**src/igc_pkg.sv**
```systemverilog
// Shared constants, types and the divider step function for the iteration gradient colorizer.
// No dependencies; imported by every module of the block.
package igc_pkg;

	localparam int SEGMENTS        = 4;
	localparam int FRACTION_BITS   = 8;
	localparam int COUNT_WIDTH     = 16;

	localparam int SEG_BITS        = (SEGMENTS > 1) ? $clog2(SEGMENTS) : 1;
	localparam int POS_WIDTH       = SEG_BITS + FRACTION_BITS;
	localparam int PROD_WIDTH      = COUNT_WIDTH + SEG_BITS;
	localparam int LIMIT_W         = 16;
	localparam int CMP_W           = (COUNT_WIDTH > LIMIT_W) ? COUNT_WIDTH : LIMIT_W;
	localparam int STEPS_PER_STAGE = 2;
	localparam int DIV_STAGES      = (POS_WIDTH + STEPS_PER_STAGE - 1) / STEPS_PER_STAGE;

	localparam int CHAN_W          = 8;
	localparam int COLOR_W         = 3 * CHAN_W;
	localparam int PAL_REGS        = 5;
	localparam int PAL_IDX_W       = $clog2(SEGMENTS + 1);
	localparam int MIX_W           = FRACTION_BITS + CHAN_W + 1;

	localparam int CFG_REGS        = PAL_REGS + 1;
	localparam int CFG_IDX_W       = $clog2(CFG_REGS);
	localparam int CFG_DATA_W      = COLOR_W;

	localparam int S_DATA_W        = ((COUNT_WIDTH + 7) / 8) * 8;
	localparam int M_DATA_W        = COLOR_W;

	// register map
	localparam logic [CFG_IDX_W-1:0] REG_MAX_ITER = CFG_IDX_W'(0);
	localparam int                   REG_PAL_BASE = 1;

	localparam logic [LIMIT_W-1:0] LIMIT_RESET = LIMIT_W'(256);

	typedef logic [COLOR_W-1:0] color_t;
	typedef color_t pal_t [PAL_REGS];

	localparam pal_t PAL_RESET = '{24'h000764, 24'h206BCB, 24'hEDFFFF, 24'hFFAA00, 24'h000200};

	// red in the lowest bits of the output beat
	typedef struct packed {
		logic [CHAN_W-1:0] blue;
		logic [CHAN_W-1:0] green;
		logic [CHAN_W-1:0] red;
	} rgb_t;

	// partial remainder, plus dividend bits still to bring down that are
	// replaced from the bottom by quotient bits
	typedef struct packed {
		logic [LIMIT_W-1:0]   rem;
		logic [POS_WIDTH-1:0] qd;
	} div_state_t;

	// one restoring division step
	function automatic div_state_t div_step(input div_state_t st, input logic [LIMIT_W-1:0] lim);
		logic [LIMIT_W:0] trial;
		logic             qbit;
		div_state_t       res;
		trial = {st.rem, st.qd[POS_WIDTH-1]};
		qbit  = (trial >= {1'b0, lim});
		if (qbit) begin
			trial = trial - {1'b0, lim};
		end
		res.rem = trial[LIMIT_W-1:0];
		res.qd  = {st.qd[POS_WIDTH-2:0], qbit};
		return res;
	endfunction

endpackage

```
**src/igc_cfg.sv**
```systemverilog
// Configuration register file: iteration limit and the five palette colors.
// Depends on igc_pkg.
module igc_cfg import igc_pkg::*; (
	input  logic                  clk,
	input  logic                  arst_n,
	input  logic                  wr_en,
	input  logic [CFG_IDX_W-1:0]  index,
	input  logic [CFG_DATA_W-1:0] wdata,
	output logic [LIMIT_W-1:0]    max_iter,
	output pal_t                  pal
);

	logic [LIMIT_W-1:0] max_iter_q;
	pal_t               pal_q;

	always_ff @(posedge clk or negedge arst_n) begin
		if (!arst_n) begin
			max_iter_q <= LIMIT_RESET;
			pal_q      <= PAL_RESET;
		end else if (wr_en) begin
			if (index == REG_MAX_ITER) begin
				max_iter_q <= wdata[LIMIT_W-1:0];
			end
			for (int i = 0; i < PAL_REGS; i++) begin
				if (index == CFG_IDX_W'(REG_PAL_BASE + i)) begin
					pal_q[i] <= wdata[COLOR_W-1:0];
				end
			end
		end
	end

	assign max_iter = max_iter_q;
	assign pal      = pal_q;

endmodule

```
**src/igc_div.sv**
```systemverilog
// Count wrap, scaling and pipelined restoring divider producing the gradient position.
// Depends on igc_pkg.
module igc_div import igc_pkg::*; (
	input  logic                   clk,
	input  logic                   arst_n,
	input  logic                   adv,
	input  logic                   in_valid,
	input  logic [COUNT_WIDTH-1:0] in_count,
	input  logic [LIMIT_W-1:0]     lim,
	output logic                   out_valid,
	output logic [POS_WIDTH-1:0]   out_pos
);

	logic       v_s  [DIV_STAGES+1];
	div_state_t st_s [DIV_STAGES+1];

	logic [COUNT_WIDTH-1:0] count_c;
	logic [PROD_WIDTH-1:0]  scaled_c;
	div_state_t             prep_c;
	div_state_t             next_c [DIV_STAGES];

	// counts at or above the limit wrap to zero; high part of the scaled
	// count is already below the limit, so it seeds the remainder
	always_comb begin
		count_c     = (CMP_W'(in_count) >= CMP_W'(lim)) ? '0 : in_count;
		scaled_c    = PROD_WIDTH'(PROD_WIDTH'(count_c) * PROD_WIDTH'(SEGMENTS));
		prep_c.rem  = LIMIT_W'(scaled_c[PROD_WIDTH-1:SEG_BITS]);
		prep_c.qd   = {scaled_c[SEG_BITS-1:0], {FRACTION_BITS{1'b0}}};
	end

	always_comb begin
		for (int i = 0; i < DIV_STAGES; i++) begin
			next_c[i] = st_s[i];
			for (int j = 0; j < STEPS_PER_STAGE; j++) begin
				if (i * STEPS_PER_STAGE + j < POS_WIDTH) begin
					next_c[i] = div_step(next_c[i], lim);
				end
			end
		end
	end

	always_ff @(posedge clk or negedge arst_n) begin
		if (!arst_n) begin
			for (int i = 0; i <= DIV_STAGES; i++) begin
				v_s[i] <= 1'b0;
			end
		end else if (adv) begin
			v_s[0] <= in_valid;
			for (int i = 0; i < DIV_STAGES; i++) begin
				v_s[i+1] <= v_s[i];
			end
		end
	end

	always_ff @(posedge clk) begin
		if (adv) begin
			st_s[0] <= prep_c;
			for (int i = 0; i < DIV_STAGES; i++) begin
				st_s[i+1] <= next_c[i];
			end
		end
	end

	assign out_valid = v_s[DIV_STAGES];
	assign out_pos   = st_s[DIV_STAGES].qd;

	a_stall_holds: assert property (@(posedge clk) disable iff (!arst_n)
		!adv |=> $stable(v_s[DIV_STAGES]) && $stable(v_s[0]))
		else $error("divider valid moved while stalled");

	a_entry: assert property (@(posedge clk) disable iff (!arst_n)
		adv && in_valid |=> v_s[0])
		else $error("accepted beat did not enter the divider");

endmodule

```
**src/igc_blend.sv**
```systemverilog
// Palette segment select and per-channel linear blend, with the output register.
// Depends on igc_pkg.
module igc_blend import igc_pkg::*; (
	input  logic                 clk,
	input  logic                 arst_n,
	input  logic                 adv,
	input  logic                 in_valid,
	input  logic [POS_WIDTH-1:0] in_pos,
	input  pal_t                 pal,
	output logic                 out_valid,
	output rgb_t                 out_rgb
);

	function automatic color_t pal_read(input pal_t p, input logic [PAL_IDX_W-1:0] idx);
		color_t c;
		c = '0;
		for (int i = 0; i < PAL_REGS; i++) begin
			if (int'(idx) == i) begin
				c = p[i];
			end
		end
		return c;
	endfunction

	logic [SEG_BITS-1:0]      k_raw_c;
	logic [PAL_IDX_W-1:0]     lo_idx_c;
	logic [PAL_IDX_W-1:0]     hi_idx_c;
	logic [FRACTION_BITS-1:0] f_c;
	logic [FRACTION_BITS:0]   inv_f_c;
	color_t                   lo_c;
	color_t                   hi_c;

	logic                     v_s7;
	logic [MIX_W-1:0]         lo_p_s7 [3];
	logic [MIX_W-2:0]         hi_p_s7 [3];
	logic [MIX_W-1:0]         sum_c   [3];

	logic                     v_s8;
	logic [CHAN_W-1:0]        chan_s8 [3];

	always_comb begin
		k_raw_c = in_pos[POS_WIDTH-1:FRACTION_BITS];
		if (int'(k_raw_c) > SEGMENTS - 1) begin
			lo_idx_c = PAL_IDX_W'(SEGMENTS - 1);
		end else begin
			lo_idx_c = PAL_IDX_W'(k_raw_c);
		end
		hi_idx_c = lo_idx_c + PAL_IDX_W'(1);
		f_c      = in_pos[FRACTION_BITS-1:0];
		inv_f_c  = {1'b1, {FRACTION_BITS{1'b0}}} - {1'b0, f_c};
		lo_c     = pal_read(pal, lo_idx_c);
		hi_c     = pal_read(pal, hi_idx_c);
	end

	// channel 0 is blue (low byte of a palette color), channel 2 is red
	always_comb begin
		for (int ch = 0; ch < 3; ch++) begin
			sum_c[ch] = lo_p_s7[ch] + MIX_W'(hi_p_s7[ch]);
		end
	end

	always_ff @(posedge clk or negedge arst_n) begin
		if (!arst_n) begin
			v_s7 <= 1'b0;
			v_s8 <= 1'b0;
		end else if (adv) begin
			v_s7 <= in_valid;
			v_s8 <= v_s7;
		end
	end

	always_ff @(posedge clk) begin
		if (adv) begin
			for (int ch = 0; ch < 3; ch++) begin
				lo_p_s7[ch] <= MIX_W'(inv_f_c) * MIX_W'(lo_c[ch*CHAN_W +: CHAN_W]);
				hi_p_s7[ch] <= (MIX_W-1)'(f_c) * (MIX_W-1)'(hi_c[ch*CHAN_W +: CHAN_W]);
				chan_s8[ch] <= sum_c[ch][FRACTION_BITS +: CHAN_W];
			end
		end
	end

	assign out_valid     = v_s8;
	assign out_rgb.red   = chan_s8[2];
	assign out_rgb.green = chan_s8[1];
	assign out_rgb.blue  = chan_s8[0];

	// weights add up to one, so the blend never reaches the top bit
	a_blend_range: assert property (@(posedge clk) disable iff (!arst_n)
		v_s7 |-> !sum_c[0][MIX_W-1] && !sum_c[1][MIX_W-1] && !sum_c[2][MIX_W-1])
		else $error("blend sum out of range");

endmodule

```
**src/iteration_gradient_colorizer.sv**
```systemverilog
// Top level of the iteration gradient colorizer: config registers, divider and blend.
// Depends on igc_pkg, igc_cfg, igc_div and igc_blend.
//
// Usage: each beat on the s_ side carries one escape-iteration count in
// s_tdata; each beat on the m_ side carries one pixel, red in the low byte,
// then green, then blue. Every input beat gives exactly one output beat, in
// order. The cfg port writes the iteration limit (index 0) and the five
// palette colors (indexes 1 to 5); write it only while the pipeline is empty.
// An accepted input beat reaches m_tvalid through one stage for the limit
// wrap and scaling, five divider stages doing two quotient bits each, one
// multiply stage and the output register. Unless m_tready stalls, the
// fully pipelined divider and blend multipliers take one beat per clock.
// Reset clears all valid bits and loads the default limit of 256 and the
// default palette. While m_tvalid is high and m_tready low, the whole
// pipeline holds and s_tready drops; nothing is lost or repeated.
module iteration_gradient_colorizer import igc_pkg::*; (
	input  logic                  clk,
	input  logic                  arst_n,
	input  logic                  s_tvalid,
	output logic                  s_tready,
	input  logic [S_DATA_W-1:0]   s_tdata,   // [15:0] iteration_count
	output logic                  m_tvalid,
	input  logic                  m_tready,
	output logic [M_DATA_W-1:0]   m_tdata,   // [7:0] red, [15:8] green, [23:16] blue
	input  logic                  cfg_wr_en,
	input  logic [CFG_IDX_W-1:0]  cfg_index,
	input  logic [CFG_DATA_W-1:0] cfg_wdata
);

	logic                 adv;
	logic [LIMIT_W-1:0]   max_iter;
	logic [LIMIT_W-1:0]   lim_c;
	pal_t                 pal;
	logic                 div_valid;
	logic [POS_WIDTH-1:0] div_pos;
	rgb_t                 rgb;

	// advance the whole pipe unless a finished pixel is waiting
	assign adv      = !m_tvalid || m_tready;
	assign s_tready = adv;

	// a zero limit behaves as one
	assign lim_c = (max_iter == '0) ? LIMIT_W'(1) : max_iter;

	igc_cfg u_cfg (
		.clk      (clk),
		.arst_n   (arst_n),
		.wr_en    (cfg_wr_en),
		.index    (cfg_index),
		.wdata    (cfg_wdata),
		.max_iter (max_iter),
		.pal      (pal)
	);

	igc_div u_div (
		.clk       (clk),
		.arst_n    (arst_n),
		.adv       (adv),
		.in_valid  (s_tvalid),
		.in_count  (s_tdata[COUNT_WIDTH-1:0]),
		.lim       (lim_c),
		.out_valid (div_valid),
		.out_pos   (div_pos)
	);

	igc_blend u_blend (
		.clk       (clk),
		.arst_n    (arst_n),
		.adv       (adv),
		.in_valid  (div_valid),
		.in_pos    (div_pos),
		.pal       (pal),
		.out_valid (m_tvalid),
		.out_rgb   (rgb)
	);

	assign m_tdata = rgb;

endmodule

```
**config.mk**
```make
export PLATFORM = sky130hd
export DESIGN_NAME = iteration_gradient_colorizer
export DESIGN_NICKNAME = d
export VERILOG_FILES = /design/src/igc_pkg.sv /design/src/igc_cfg.sv /design/src/igc_div.sv /design/src/igc_blend.sv /design/src/iteration_gradient_colorizer.sv
export SDC_FILE = /design/constraint.sdc
export NUM_CORES = 2
export LEC_CHECK = 0
export ABC_CLOCK_PERIOD_IN_PS = 12500
export BUFFER_PORTS_ARGS = -buffer_cell sky130_fd_sc_hd__buf_4
export CORE_MARGIN = 1
export CORE_UTILIZATION = 55
export CTS_CLUSTER_DIAMETER = 40
export DETAILED_ROUTE_END_ITERATION = 12
export PLACE_DENSITY = 0.71
export SETUP_SLACK_MARGIN = 0.3
export SYNTH_ARGS = -nofsm -noshare
export SYNTH_HDL_FRONTEND = slang
export SYNTH_SLANG_ARGS = --single-unit
```
**constraint.sdc**
```tcl
create_clock -name clk -period 12.5 [get_ports clk]
set_input_delay 2.5 -clock clk [delete_from_list [all_inputs] [get_ports clk]]
set_output_delay 2.5 -clock clk [all_outputs]
set_load 0.01 [all_outputs]
```
==> results_dict.tcl <==
set metrics [dict create \
    yosysSeqAreaShare_pct 29.0 \
    clkSlewWorstSetupHoldPaths_ns 0.06 \
    final_common_cell "inv_1" \
    timing.final.max_slew_violations 0 \
    path_buf_inv 2 \
    wl_per_cell_um 18.5 \
    syn_area_per_cell_um2 10.2 \
    synth_edf_count 230 \
    final_hold_viol_count 0 \
    die_w_um 260 \
    synth-compound-area-share_pct 10.5 \
    worstMarginPinSlew_ns 1.17 \
    final_cell_mix "inv_1, ha_1, nand2_1, and2_1, fa_1" \
    finalCritPeriodShare_pct 56.9 \
    synth_simple_gate_area_share_pct 13.6 \
    finalWirelength_um 85100 \
    critPathArrivalTime_ns 7.46 \
    fin_skew_ns 0.0288 \
    htree_levels 3 \
    max_stage_delay_ns 1.01 \
    finalSetupTns_ns 0 \
    clkLatencyLatePin_ns 0.62 \
    synth-xor-area-share_pct 4.90 \
    yosys_register_bits 374 \
    multi_input_area_um2 24000 \
    antenna_found_initial 5 \
    ios 74 \
    post_cts_buffers 0 \
    fp.dieH_um 260 \
    hp-class "reg -> reg" \
    grt_pass1_vias 26600 \
    place_hpwl_um 62300 \
    start_util_pct 55.5 \
    yosys.cell_types.count 75 \
    path_cells "nor4_2 -> nand4_2 -> nand2_2 -> inv_2 -> ha_1 -> nand4_1 -> nor2_1 -> nor2_1 -> nand2_1 -> o21ai_0 -> and2_1 -> mux2_2 -> ha_1 -> a21oi_1 -> o21ai_0 -> a21oi_1 -> a21bo_2 -> a21oi_1 -> a311oi_1 -> a2111oi_4 -> inv_1 -> mux2_2" \
    fp.coreArea_um2 65700 \
    status "complete, no violations" \
    seq_area_um2 10600 \
    async_flop_share_pct 38.5 \
    cp-start-kind "flip-flop" \
    grt_pass1_wl_um 138000 \
    areaGrowthSynthToFinish_pct 10.9 \
    path_class "reg -> reg" \
    ant_nets 0 \
    synthAdderAreaFrac_pct 27.6 \
    cp_max_fo 24 \
    slowest_stage "a2111oi_4" \
    nFillCells 5361 \
    drive_gt1_share_pct 14.9 \
    fmax_mhz 141 \
    firstDrtPassIters 5 \
    holdWs_ns 0.403 \
    cts_hold_repair.buffers 0 \
    syn_nets 4301 \
    globalplace.congestion 0.924 \
    overflow 0 \
    cts_tree "built" \
    root_buffer "clkbuf_16" \
    grt_start_max_net_pins 162 \
    syn_inst 3590 \
    synth_flop_cell "edfxtp_1" \
    post_cts_resized 0 \
    synth_top_family_by_area "adder cells" \
    required_ns 12.85 \
    final_nets 4392 \
    drc 0 \
    via_per_inst 5.74 \
    finalCoreUtilization_pct 61.5 \
    rsz0062_at_grt "no" \
    synth_top_area_share_pct 18.9 \
    final_area_um2 40500 \
    synth_area_um2 36500 \
    cts_buffers 68 \
    clock-sinks 374 \
    vias 26400 \
    grt_use_total_pct 25.9 \
    yosysWarnings 0 \
    setup_violations 0 \
    dpl_cell_area_um2 38200 \
    synth_area_leaders "edfxtp_1, ha_1, fa_1" \
    cp-end-kind "flip-flop" \
    die-area_um2 67400 \
    max-cap-violations 0 \
    period_minus_slack_ns 7.11 \
    portBuffers 73 \
    slew_headroom_pct 22.1 \
    clockBufferDepth 3 \
    synth_largest_area_cell "edfxtp_1" \
    cpMostUsedCell "a21oi_1" \
    path_delay_family "compound AO/OA/AOI/OAI gates" \
    drtIter0Drc 1527 \
    synth_mux_area_share_pct 8.92 \
    num_rows 94 \
]
## state kept, by name (all words and copies together) (netlist names)
| name | count |
|---|---|
| u_blend.v_s7 | 1 |
| u_cfg.max_iter | 16 |
| u_blend.chan_s8 | 24 |
| u_blend.out_valid | 1 |
| u_div.v_s | 5 |
| u_div.st_s | 110 |
| u_blend.hi_p_s7 | 48 |
| u_blend.lo_p_s7 | 48 |
| u_cfg.pal | 120 |
| u_div.out_valid | 1 |
## cell type report
class	instances	area share (%)
timing repair buffer	115	2.17
antenna	2	0.0124
sequential	374	26.1
multi-input combinational	2689	59.4
clock inverter	46	1.18
clock buffer	78	4.43
inverter	433	4.02
tap	864	2.67
## kinds of logic after synthesis
kind of cell,Yosys count
multiplexers,240
XOR/XNOR,204
AO/OA/AOI/OAI,586
flip-flops,374
buffers and inverters,527
adder cells (fa/ha/maj),663
AND/OR/NAND/NOR,996
## per-layer routing
| layer | share of wire (%) | GRT usage (%) | vias up |
|---|---|---|---|
| met5 | 0.031 | 0 | - |
| met4 | 3.4 | 9.61 | 4 |
| met3 | 5.1 | 4.45 | 161 |
| met2 | 47 | 43.0 | 632 |
| met1 | 44 | 34.0 | 13000 |
| li1 | - | - | 12600 |
## through the flow
stage | std cells | worst slack, ns
2_1_floorplan | 3590 | 0.885
3_3_place_gp | 4475 | 5.48
3_5_place_dp | 4475 | 5.44
4_1_cts | 4599 | 5.41
5_1_grt | 4601 | 4.86
6_report | 4601 | 5.39
## worst register-to-register path: cells and delay by family, from the launching register on
family / cells / cell delay [ns]
buffers and inverters: 2 / 0.63
multiplexers: 2 / 0.81
AO/OA/AOI/OAI: 8 / 2.24
adder cells (fa/ha/maj): 2 / 0.65
flip-flops: 1 / 0.53
AND/OR/NAND/NOR: 8 / 1.98
## synthesized netlist by cell type (all sizes together) (72+ instances only)
master  number
a21o        87
inv        433
xnor2      132
edfxtp     230
a21oi      130
mux2       183
xor2        72
nand2      328
nor2       158
dfrtp       91
o21ai      162
and2       281
clkbuf      82
ha         427
fa         236
## final timing paths
check	start	to	slack, ns	cells after the start
worst min-delay path	u_div.st_s[3][1]	u_div.st_s[4][3]	0.40	0
worst max-delay path	u_cfg.max_iter[1]	u_div.st_s[1][20]	5.39	22
worst min register to register	u_div.st_s[3][1]	u_div.st_s[4][3]	0.40	0
min in group asynchronous	arst_n	u_blend.v_s7	1.92	1
worst max register to register	u_cfg.max_iter[1]	u_div.st_s[1][20]	5.39	22
max in group asynchronous	arst_n	u_cfg.pal[112]	9.16	2
Power is left out: the tool's default activity adds up to more than one toggle a clock period on the data nets, which glitch-free logic cannot reach.
